`config.mk`:
```
export PLATFORM = sky130hd
export DESIGN_NAME = double_ended_queue_with_search
export DESIGN_NICKNAME = d
export VERILOG_FILES = /design/src/rtl/core/deqs_pkg.sv /design/src/rtl/core/deqs_ctrl.sv /design/src/rtl/core/deqs_datapath.sv /design/src/rtl/core/double_ended_queue_with_search.sv
export SDC_FILE = /design/constraint.sdc
export NUM_CORES = 1
export LEC_CHECK = 0
export BUFFER_PORTS_ARGS = -buffer_cell sky130_fd_sc_hd__clkbuf_2
export CORE_UTILIZATION = 40
export CTS_BUF_LIST = sky130_fd_sc_hd__clkbuf_4 sky130_fd_sc_hd__clkbuf_8
export DETAILED_ROUTE_END_ITERATION = 16
export PLACE_DENSITY = 0.66
export SLEW_MARGIN = 25
export SYNTH_ARGS = -nofsm -noshare
export SYNTH_HDL_FRONTEND = slang
export SYNTH_HIERARCHICAL = 1
export SYNTH_SLANG_ARGS = --single-unit
```
`constraint.sdc`:
```
create_clock -name clk -period 5 [get_ports clk]
set_input_delay 1 -clock clk [delete_from_list [all_inputs] [get_ports clk]]
set_output_delay 1 -clock clk [all_outputs]
set_load 0.05 [all_outputs]
```
`src/rtl/core/deqs_pkg.sv`:
```
package deqs_pkg;

    // default sizing
    localparam int DEPTH_DEF      = 16;
    localparam int DATA_WIDTH_DEF = 32;

    // action codes
    localparam logic [2:0] ACT_PUSH_FRONT = 3'd0;
    localparam logic [2:0] ACT_PUSH_BACK  = 3'd1;
    localparam logic [2:0] ACT_POP_FRONT  = 3'd2;
    localparam logic [2:0] ACT_POP_BACK   = 3'd3;
    localparam logic [2:0] ACT_SEARCH     = 3'd4;

    // status codes
    localparam logic [1:0] ST_OK    = 2'd0;
    localparam logic [1:0] ST_EMPTY = 2'd1;
    localparam logic [1:0] ST_FULL  = 2'd2;

    typedef struct packed {
        logic [2:0]  action;
        logic [31:0] value;
    } deqs_in_t;

    typedef struct packed {
        logic [31:0] result_value;
        logic        found;
        logic [1:0]  status;
        logic [4:0]  count;
    } deqs_out_t;

    // controller -> datapath
    typedef struct packed {
        logic load;         // capture request beat
        logic exec;         // apply push/pop, start search
        logic scan;         // search step
        logic result_load;  // move result into output register
    } deqs_cmd_t;

    // datapath -> controller
    typedef struct packed {
        logic is_search;
        logic scan_done;
        logic out_free;
    } deqs_stat_t;

endpackage

```
`src/rtl/core/deqs_ctrl.sv`:
```
module deqs_ctrl
(
    input  logic                clk,
    input  logic                rst_n,
    input  logic                req_valid,
    output logic                req_stall,
    input  deqs_pkg::deqs_stat_t stat,
    output deqs_pkg::deqs_cmd_t  cmd
);

    localparam logic [1:0] S_IDLE   = 2'd0;
    localparam logic [1:0] S_EXEC   = 2'd1;
    localparam logic [1:0] S_SCAN   = 2'd2;
    localparam logic [1:0] S_RESULT = 2'd3;

    logic [1:0] state_reg;
    logic [1:0] state_next;

    always_comb
    begin
        state_next = state_reg;
        cmd        = '0;
        req_stall  = 1'b1;
        case (state_reg)
            S_IDLE:
            begin
                req_stall = 1'b0;
                if (req_valid)
                begin
                    cmd.load   = 1'b1;
                    state_next = S_EXEC;
                end
            end
            S_EXEC:
            begin
                cmd.exec   = 1'b1;
                state_next = stat.is_search ? S_SCAN : S_RESULT;
            end
            S_SCAN:
            begin
                cmd.scan = 1'b1;
                if (stat.scan_done)
                begin
                    state_next = S_RESULT;
                end
            end
            S_RESULT:
            begin
                if (stat.out_free)
                begin
                    cmd.result_load = 1'b1;
                    state_next      = S_IDLE;
                end
            end
            default:
            begin
                state_next = S_IDLE;
            end
        endcase
    end

    always_ff @(posedge clk or negedge rst_n)
    begin
        if (!rst_n)
        begin
            state_reg <= S_IDLE;
        end
        else
        begin
            state_reg <= state_next;
        end
    end

endmodule

```
`src/rtl/core/deqs_datapath.sv`:
```
module deqs_datapath
#(
    parameter int DEPTH      = deqs_pkg::DEPTH_DEF,
    parameter int DATA_WIDTH = deqs_pkg::DATA_WIDTH_DEF
)
(
    input  logic                 clk,
    input  logic                 rst_n,
    input  deqs_pkg::deqs_in_t   req,
    input  deqs_pkg::deqs_cmd_t  cmd,
    output deqs_pkg::deqs_stat_t stat,
    output logic                 rsp_valid,
    input  logic                 rsp_stall,
    output deqs_pkg::deqs_out_t  rsp
);

    localparam int AW  = $clog2(DEPTH);
    localparam int CW  = $clog2(DEPTH + 1);
    localparam int XW  = (DATA_WIDTH > 32) ? DATA_WIDTH : 32;
    localparam int CXW = (CW > 5) ? CW : 5;

    localparam logic [AW:0]   DEPTH_X = (AW + 1)'(DEPTH);
    localparam logic [AW-1:0] LAST_IX = AW'(DEPTH - 1);
    localparam logic [CW-1:0] FULL_CT = CW'(DEPTH);

    logic [DATA_WIDTH-1:0] entry_mem [DEPTH];
    logic [DATA_WIDTH-1:0] rd_data_reg;

    logic [2:0]            act_reg;
    logic [DATA_WIDTH-1:0] word_reg;
    logic [AW-1:0]         fp_reg, fp_next;
    logic [CW-1:0]         count_reg, count_next;
    logic [CW-1:0]         idx_reg, idx_next;
    logic                  rd_valid_reg, rd_valid_next;
    logic                  hit_reg, hit_next;
    logic                  pop_ok_reg, pop_ok_next;
    logic [1:0]            status_reg, status_next;
    logic                  out_valid_reg, out_valid_next;
    deqs_pkg::deqs_out_t   out_reg;

    logic [XW-1:0]         value_ext;
    logic [XW-1:0]         res_ext;
    logic [CXW-1:0]        count_ext;
    logic [DATA_WIDTH-1:0] res_word;

    logic                  full, empty;
    logic [CW-1:0]         count_m1;
    logic [AW-1:0]         offset;
    logic [AW:0]           ring_sum;
    logic [AW:0]           ring_mod;
    logic [AW-1:0]         ring_addr;
    logic [AW-1:0]         fp_dec, fp_inc;
    logic                  match_now, issued_all;

    logic                  wr_en, rd_en;
    logic [AW-1:0]         wr_addr, rd_addr;

    assign value_ext = XW'(req.value);

    assign full     = (count_reg == FULL_CT);
    assign empty    = (count_reg == '0);
    assign count_m1 = count_reg - CW'(1);

    // ring address unit: front pointer plus an offset below DEPTH
    always_comb
    begin
        if (cmd.scan)
        begin
            offset = idx_reg[AW-1:0];
        end
        else if (act_reg == deqs_pkg::ACT_POP_BACK)
        begin
            offset = count_m1[AW-1:0];
        end
        else
        begin
            offset = count_reg[AW-1:0];
        end
    end

    assign ring_sum  = {1'b0, fp_reg} + {1'b0, offset};
    assign ring_mod  = (ring_sum >= DEPTH_X) ? (ring_sum - DEPTH_X) : ring_sum;
    assign ring_addr = ring_mod[AW-1:0];
    assign fp_dec    = (fp_reg == '0) ? LAST_IX : (fp_reg - AW'(1));
    assign fp_inc    = (fp_reg == LAST_IX) ? '0 : (fp_reg + AW'(1));

    assign match_now  = rd_valid_reg && (rd_data_reg == word_reg);
    assign issued_all = (idx_reg == count_reg);

    always_comb
    begin
        fp_next       = fp_reg;
        count_next    = count_reg;
        idx_next      = idx_reg;
        rd_valid_next = rd_valid_reg;
        hit_next      = hit_reg;
        pop_ok_next   = pop_ok_reg;
        status_next   = status_reg;
        wr_en         = 1'b0;
        rd_en         = 1'b0;
        wr_addr       = ring_addr;
        rd_addr       = ring_addr;

        if (cmd.exec)
        begin
            idx_next      = '0;
            rd_valid_next = 1'b0;
            hit_next      = 1'b0;
            pop_ok_next   = 1'b0;
            status_next   = deqs_pkg::ST_OK;
            case (act_reg)
                deqs_pkg::ACT_PUSH_FRONT:
                begin
                    if (full)
                    begin
                        status_next = deqs_pkg::ST_FULL;
                    end
                    else
                    begin
                        wr_en      = 1'b1;
                        wr_addr    = fp_dec;
                        fp_next    = fp_dec;
                        count_next = count_reg + CW'(1);
                    end
                end
                deqs_pkg::ACT_PUSH_BACK:
                begin
                    if (full)
                    begin
                        status_next = deqs_pkg::ST_FULL;
                    end
                    else
                    begin
                        wr_en      = 1'b1;
                        count_next = count_reg + CW'(1);
                    end
                end
                deqs_pkg::ACT_POP_FRONT:
                begin
                    if (empty)
                    begin
                        status_next = deqs_pkg::ST_EMPTY;
                    end
                    else
                    begin
                        rd_en       = 1'b1;
                        rd_addr     = fp_reg;
                        fp_next     = fp_inc;
                        count_next  = count_m1;
                        pop_ok_next = 1'b1;
                    end
                end
                deqs_pkg::ACT_POP_BACK:
                begin
                    if (empty)
                    begin
                        status_next = deqs_pkg::ST_EMPTY;
                    end
                    else
                    begin
                        rd_en       = 1'b1;
                        count_next  = count_m1;
                        pop_ok_next = 1'b1;
                    end
                end
                default:
                begin
                end
            endcase
        end
        else if (cmd.scan)
        begin
            // read of entry idx overlaps compare of entry idx-1
            if (match_now)
            begin
                hit_next = 1'b1;
            end
            rd_en         = !match_now && !issued_all;
            rd_valid_next = rd_en;
            if (rd_en)
            begin
                idx_next = idx_reg + CW'(1);
            end
        end
    end

    assign stat.is_search = (act_reg == deqs_pkg::ACT_SEARCH);
    assign stat.scan_done = match_now || (issued_all && !rd_valid_reg);
    assign stat.out_free  = !out_valid_reg || !rsp_stall;

    always_comb
    begin
        if (pop_ok_reg)
        begin
            res_word = rd_data_reg;
        end
        else if (hit_reg)
        begin
            res_word = word_reg;
        end
        else
        begin
            res_word = '0;
        end
    end

    assign res_ext   = XW'(res_word);
    assign count_ext = CXW'(count_reg);

    always_comb
    begin
        out_valid_next = out_valid_reg;
        if (cmd.result_load)
        begin
            out_valid_next = 1'b1;
        end
        else if (out_valid_reg && !rsp_stall)
        begin
            out_valid_next = 1'b0;
        end
    end

    always_ff @(posedge clk)
    begin
        if (wr_en)
        begin
            entry_mem[wr_addr] <= word_reg;
        end
        if (rd_en)
        begin
            rd_data_reg <= entry_mem[rd_addr];
        end
    end

    always_ff @(posedge clk)
    begin
        if (cmd.load)
        begin
            act_reg  <= req.action;
            word_reg <= value_ext[DATA_WIDTH-1:0];
        end
        idx_reg      <= idx_next;
        rd_valid_reg <= rd_valid_next;
        hit_reg      <= hit_next;
        pop_ok_reg   <= pop_ok_next;
        status_reg   <= status_next;
        if (cmd.result_load)
        begin
            out_reg.result_value <= res_ext[31:0];
            out_reg.found        <= hit_reg;
            out_reg.status       <= status_reg;
            out_reg.count        <= count_ext[4:0];
        end
    end

    always_ff @(posedge clk or negedge rst_n)
    begin
        if (!rst_n)
        begin
            fp_reg        <= '0;
            count_reg     <= '0;
            out_valid_reg <= 1'b0;
        end
        else
        begin
            fp_reg        <= fp_next;
            count_reg     <= count_next;
            out_valid_reg <= out_valid_next;
        end
    end

    assign rsp_valid = out_valid_reg;
    assign rsp       = out_reg;

endmodule

```
`src/rtl/core/double_ended_queue_with_search.sv`:
```
// Double-ended queue of DATA_WIDTH-bit words with a front-to-back search.
//
// Request channel (req_valid / req_stall / req): one beat carries an action
// (push front, push back, pop front, pop back, search) and a word. Response
// channel (rsp_valid / rsp_stall / rsp): exactly one beat per request, in
// order, with the popped or found word, a found flag, a status code (ok,
// pop on empty, push on full dropped) and the entry count afterwards.
//
// Requests are handled one at a time by a small sequencer. A push, pop or
// unused action steps through capture, execute and result load; the next
// request is taken the cycle after. A search walks the ring from the front
// through the single store read port with a registered read, one entry per
// cycle, and stops at the first hit or after the last held entry.
//
// Reset (rst_n, asynchronous) empties the queue: front pointer and count go
// to zero, no response pending. Store contents are not cleared.
// A stalled response sits in the output register; the next request is still
// accepted and processed, and waits only at the point of loading its result.
module double_ended_queue_with_search
#(
    parameter int DEPTH      = deqs_pkg::DEPTH_DEF,
    parameter int DATA_WIDTH = deqs_pkg::DATA_WIDTH_DEF
)
(
    input  logic                clk,
    input  logic                rst_n,
    input  logic                req_valid,
    output logic                req_stall,
    input  deqs_pkg::deqs_in_t  req,
    output logic                rsp_valid,
    input  logic                rsp_stall,
    output deqs_pkg::deqs_out_t rsp
);

    deqs_pkg::deqs_cmd_t  cmd;
    deqs_pkg::deqs_stat_t stat;

    // sequencer: capture / execute / scan / load result
    deqs_ctrl u_ctrl
    (
        .clk       (clk),
        .rst_n     (rst_n),
        .req_valid (req_valid),
        .req_stall (req_stall),
        .stat      (stat),
        .cmd       (cmd)
    );

    // ring store, pointers, search compare and output register
    deqs_datapath
    #(
        .DEPTH      (DEPTH),
        .DATA_WIDTH (DATA_WIDTH)
    )
    u_datapath
    (
        .clk       (clk),
        .rst_n     (rst_n),
        .req       (req),
        .cmd       (cmd),
        .stat      (stat),
        .rsp_valid (rsp_valid),
        .rsp_stall (rsp_stall),
        .rsp       (rsp)
    );

endmodule
```
==> out/metrics.cfg, run 1 <==
[routing]
wl_per_cell_um = 26.5
met2_length_um = 35800
wl_um = 72600
drt_iter0_drc = 1569
via_per_inst = 5.90
remaining_drc_errors = 0
ant_nets = 0
firstDrtPassIters = 5
met1Wirelength_um = 29400
routed.top_layer = met4
route.vias.total = 16200
wl_met3_um = 5210

[cells_and_area]
design_area_mm2 = 0.0314
largest_register_ffs = 512
syn_to_final_growth_pct = 13.9
largest_register = u_datapath/entry_mem
final_layout_size_suffix_gt1_share_pct = 27.8
final_nets = 1840
fillers = 5744

[sta]
rsz0062_at_grt = false
setup_viol = 0
period_share_pct = 86.6
relSlewSlack_pct = 32.0
finalCriticalPeriod_ns = 4.33
hold_viol_final = 0
fin_setup_tns_ns = 0
finalMaxSlewViolations = 0
fmax_mhz = 231
tightest_slew_ns = 1.01
fin_worst_skew_ns = 0.0327

[floorplan]
die_h_um = 264
pin_count = 81
rows = 95
initial_core_util_pct = 40.7
dieArea_mm2 = 0.0700
core_mm2 = 0.0676
die-width_um = 264

[yosys]
synthTopCellsByArea = edfxtp_1, mux4_2, o22ai_1, mux2_2, mux2i_1
avgSynthCellArea_um2 = 16.9
yosysUniqueCellTypes = 66
synthArstFlopShare_pct = 1.87
yosys.area.top_type = edfxtp_1
synth_seq_area_share_pct = 69.4
synth_nets = 1690
synth_commonest_cells = edfxtp_1, mux4_2, nand2_1, o22ai_1, clkbuf_1
netlist.area_leader.share_pct = 67.8
yosysMostFrequentCell = edfxtp_1
yosysWarnings = 6
synth_area_mm2 = 0.0276
ys_seq_elements = 641
ys.flop_type = edfxtp_1
synthesis.instances = 1635
synth-edff-count = 622

[clocking]
ctsHoldBuffers = 0
cts.sinks = 641
htree_levels = 3
cts.clk_slew.worst_paths_ns = 0.06
cts_root_buffer = clkbuf_8
insertion_delay_ns = 0.71
cts_buffers = 104
cts_resized = 0
clk_path_buf_depth = 3
post_cts_buffers = 0
cts_tree = yes

[critical_path]
r2r_cells = 11
r2r_end = u_datapath/rd_data_reg[11]
worstPathRequired_ns = 5.44
critPathLaunchType = register
reg2reg_from = u_ctrl/state_reg[0]
worst_ep_arrival_time_ns = 4.77
endpoint_kind = register
path_max_fanout = 32
worstSetupPathType = reg -> reg
regToRegSetupSlack_ns = 0.67

[placed_design]
place_area_mm2 = 0.0293
dp_hpwl_um = 43200
port_buffers = 80
gp_congestion = 0.849

[grt]
grt_pass1_vias = 17000
grt_max_degree = 73
overflow = 0
grt_first_pass_wirelength_um = 109000
grt_use_total_pct = 21.1
grt_antenna_before_repair = 1

[worst_hold_path]
hold_path_class = in -> async

[flow_run]
drv_cap = 0

[run_status]
status = completed

[worst max-delay path, cell delays in order, from the launching register on]
cell and delay [ns]:
dfrtp_1 0.40, inv_1 0.11, ha_1 0.35, o21ai_0 0.36
ha_4 0.19, inv_1 0.05, fa_2 0.83, inv_1 0.30
o41a_4 0.81, o22ai_1 0.26, a211oi_1 0.09, mux2_2 0.28
[metrics by stage]
step	setup WS, ns	std cells	util, %	hold slack, ns
floorplan	0.524	1635	-	0.400
global placement	0.758	2548	43.3	0.415
detailed placement	0.691	2550	43.4	0.415
CTS	0.660	2737	46.3	0.127
global route	0.428	2740	46.4	0.160
finish	0.672	2740	46.4	0.176
[cells in the final DEF, fill, tap and decap left out, types with 4 or more instances in the layout]
master	count
nand2_1	96
a31oi_1	4
o21ai_0	50
nand2b_1	9
nor3_1	6
buf_16	4
nor4_1	8
a311oi_1	32
dfrtp_1	9
inv_1	47
nor2b_1	9
a22o_1	31
nor2_4	16
clkbuf_8	106
clkinv_1	25
buf_12	4
clkbuf_4	38
a21oi_1	41
xor2_1	37
a211oi_1	35
nand3_1	13
nor2_1	44
ha_1	14
clkinv_2	12
mux2i_1	36
edfxtp_1	622
clkbuf_2	80
a221oi_1	32
o22ai_1	96
buf_4	66
mux2_2	35
mux4_2	126
xnor2_1	12
dfxtp_1	7
[routing by layer]
layer  vias to the layer above  track usage [%]
li1                       6979                -
met1                      8380             27.4
met2                       680             35.4
met3                       137             4.07
met4                         0             7.64
met5                         -                0
[how the worst max path moves through the flow]
stage	startpoint	to	slack [ns]	depth (start not counted)
2_1_floorplan	u_ctrl/state_reg[0]	u_datapath/entry_mem[12][0]	0.52	12
3_3_place_gp	u_datapath/count_ext[0]	u_datapath/entry_mem[11][18]	0.76	12
3_5_place_dp	u_datapath/count_ext[0]	u_datapath/rd_data_reg[11]	0.69	12
4_1_cts	u_ctrl/state_reg[0]	u_datapath/rd_data_reg[0]	0.66	11
5_1_grt	u_datapath/count_ext[0]	u_datapath/entry_mem[6][23]	0.43	13
6_report	u_ctrl/state_reg[0]	u_datapath/rd_data_reg[11]	0.67	11
[kinds of logic (layout without fill, tap and decap cells)]
group           Yosys count  count (layout)  synth area share [%]
fa+ha+maj                16              16                 0.754
flops                   641             641                  69.4
buf+inv                 158             389                  2.66
compound gates          345             345                  8.79
simple gates            225             225                  3.68
other cells               0               1                     0
mux                     200             200                  13.2
xor+xnor                 50              50                  1.59
[layout make-up]
class / instances / area, um2 / area share, %
well taps: 873 / 1090 / 3.48
diodes: 1 / 2.50 / 0.00797
multi-input cells: 836 / 7890 / 25.1
flip-flops and latches: 641 / 19100 / 61.0
clock buffers: 144 / 1740 / 5.56
inverters: 48 / 180 / 0.574
clock inverters: 43 / 256 / 0.817
repair buffers: 154 / 1090 / 3.46
Power of run 1 is left out: the tool's default activity adds up to more than one toggle a clock period on the data nets, which glitch-free logic cannot reach.
==> run 2, diff against run 1 <==
--- a/config.mk
+++ b/config.mk
@@ -10,6 +10,7 @@
 export CTS_BUF_LIST = sky130_fd_sc_hd__clkbuf_4 sky130_fd_sc_hd__clkbuf_8
 export DETAILED_ROUTE_END_ITERATION = 16
 export PLACE_DENSITY = 0.66
+export REMOVE_ABC_BUFFERS = 1
 export SLEW_MARGIN = 25
 export SYNTH_ARGS = -nofsm -noshare
 export SYNTH_HDL_FRONTEND = slang
==> out/metrics.cfg, run 2 (synthesis results as in run 1) <==
[critical_path]
worst_path_max_delay_cell = edfxtp_1
slowest_delay_ns = 0.65  ; -0.18 ns
worstPathRequired_ns = 5.38  ; -0.06 ns
path_max_fanout = 19  ; -41%
cpMostUsedCell = buf_4
endpoint_kind = register
worstSetupPathType = reg -> reg
critPathLaunchType = register
worst_ep_arrival_time_ns = 4.62  ; -0.15 ns
cp_cell_sequence = nand3b_1 -> xnor2_1 -> o21ai_0 -> ha_4 -> inv_1 -> fa_2 -> buf_4 -> a31oi_1 -> nor2_4 -> buf_4

[cells_and_area]
largest_register_ffs = 512  ; unchanged
layout_commonest_cell = edfxtp_1
fin_util_pct = 46.7  ; +0.27 points
final_layout_size_suffix_gt1_share_pct = 28.0  ; +0.19 points
syn_to_final_growth_pct = 14.5
final_nets = 1835  ; -0.27%
final_cell_mix = edfxtp_1, mux4_2, clkbuf_8
largest_register = u_datapath/entry_mem

[grt]
grt_use_total_pct = 20.8  ; -0.33 points
grt_max_degree = 47  ; -36%
overflow = 0  ; unchanged
grt_pass1_vias = 16700  ; -2.1%
grt_antenna_before_repair = 0  ; -1
grt_first_pass_wirelength_um = 107000  ; -1.9%

[routing]
wl_per_cell_um = 26.5  ; +0.11%
via_per_inst = 5.97  ; +1.1%
ant_nets = 0  ; unchanged
route.vias.total = 16300  ; +1.0%
firstDrtPassIters = 5  ; unchanged
drt_iter0_drc = 1812  ; +15%
remaining_drc_errors = 0  ; unchanged
wl_um = 72600  ; about the same

[floorplan]
initial_core_util_pct = 40.7  ; unchanged
dieArea_mm2 = 0.0700  ; unchanged
pin_count = 81  ; unchanged
die-width_um = 264  ; unchanged
rows = 95  ; unchanged
core_mm2 = 0.0676  ; unchanged
die_h_um = 264  ; unchanged

[placed_design]
gp_congestion = 0.841  ; -1.0%
port_buffers = 80  ; unchanged
dp_hpwl_um = 43100  ; -0.19%

[clocking]
cts.sinks = 641  ; unchanged
cts_tree = yes
cts_buffers = 103  ; -0.96%
htree_levels = 3  ; unchanged
insertion_delay_ns = 0.71  ; about the same
cts_root_buffer = clkbuf_8
cts_resized = 0  ; unchanged
ctsHoldBuffers = 0  ; unchanged
cts.clk_slew.worst_paths_ns = 0.06  ; about the same
post_cts_buffers = 0  ; unchanged
clk_path_buf_depth = 3  ; unchanged

[sta]
relSlewSlack_pct = 32.3  ; +0.24 points
tightest_slew_ns = 1.01  ; -0.00362 ns
hold_viol_final = 0  ; unchanged
finalCriticalPeriod_ns = 4.24  ; -0.0898 ns
setup_viol = 0  ; unchanged
fmax_mhz = 236  ; +2.1%
rsz0062_at_grt = false
fin_worst_skew_ns = 0.0409  ; +0.00818 ns
finalMaxSlewViolations = 0  ; unchanged
period_share_pct = 84.8  ; -1.8 points

[flow_run]
drv_cap = 0  ; unchanged

[worst_hold_path]
hold_path_class = in -> async

[run_status]
status = completed

-- run 2: cell count changes in the layout (fill, tap and decap cells not counted), sizes merged --
cell      change
bufinv        +5
clkinvlp      +1
inv           -2
buf           -4
clkbuf        -8
clkinv        +6
-- run 2: area by class of cell --
| type | instances | area (um2) |
|---|---|---|
| inverters | 48 | 180 |
| diodes | 1 | 2.50 |
| clock buffers | 136 | 1710 |
| well taps | 873 | 1090 |
| multi-input cells | 836 | 7890 |
| clock inverters | 53 | 447 |
| repair buffers | 150 | 1110 |
| fillers | 5652 | 36100 |
| flip-flops and latches | 641 | 19100 |
-- run 2: worst paths after layout --
check | to | cells after the start | start | slack, ns
worst max-delay path | u_datapath/entry_mem[8][10] | 10 | u_datapath/act_reg[0] | 0.76
worst min-delay path | u_datapath/count_ext[2] | 1 | rst_n | 0.22
worst max register to register | u_datapath/entry_mem[8][10] | 10 | u_datapath/act_reg[0] | 0.76
worst min register to register | u_datapath/rsp[6] | 0 | u_datapath/status_reg[1] | 0.42
max in group asynchronous | u_datapath/fp_reg[0] | 1 | rst_n | 4.48
min in group clk | u_datapath/rsp[6] | 0 | u_datapath/status_reg[1] | 0.42
-- run 2: through the flow --
stage                     hold WS [ns]  worst slack, ns  setup TNS, ns  cells  area [um2]
after floorplan                  0.400            -4.05       -1066.85   1525       27000
after global placement           0.404            0.856              0   2547       29400
after detailed placement         0.405            0.787              0   2547       29400
after CTS                        0.189            0.795              0   2736       31500
after global routing             0.210            0.458              0   2737       31600
final                            0.220            0.762              0   2738       31600
-- run 2: routing by layer --
| metal | vias to the layer above | GRT usage (%) | routed length [um] |
|---|---|---|---|
| met1 | 8443 | 27.8 | 29900 |
| met4 | 0 | 7.73 | 2150 |
| met5 | - | 0 | 0 |
| met3 | 139 | 5.56 | 6690 |
| li1 | 6973 | - | - |
| met2 | 790 | 32.6 | 33900 |
-- run 2: critical path, delay by kind of cell (launching register included) --
| kind | cells | cell delay [ns] |
|---|---|---|
| xor gates and xnor gates | 1 | 0.19 |
| AOI/OAI and AO/OA | 2 | 0.69 |
| buffers and inverters | 3 | 0.78 |
| adders and majority gates | 2 | 0.81 |
| and+or+nand+nor | 2 | 0.78 |
| DFF | 1 | 0.65 |
Power of run 2 is left out for the same reason.
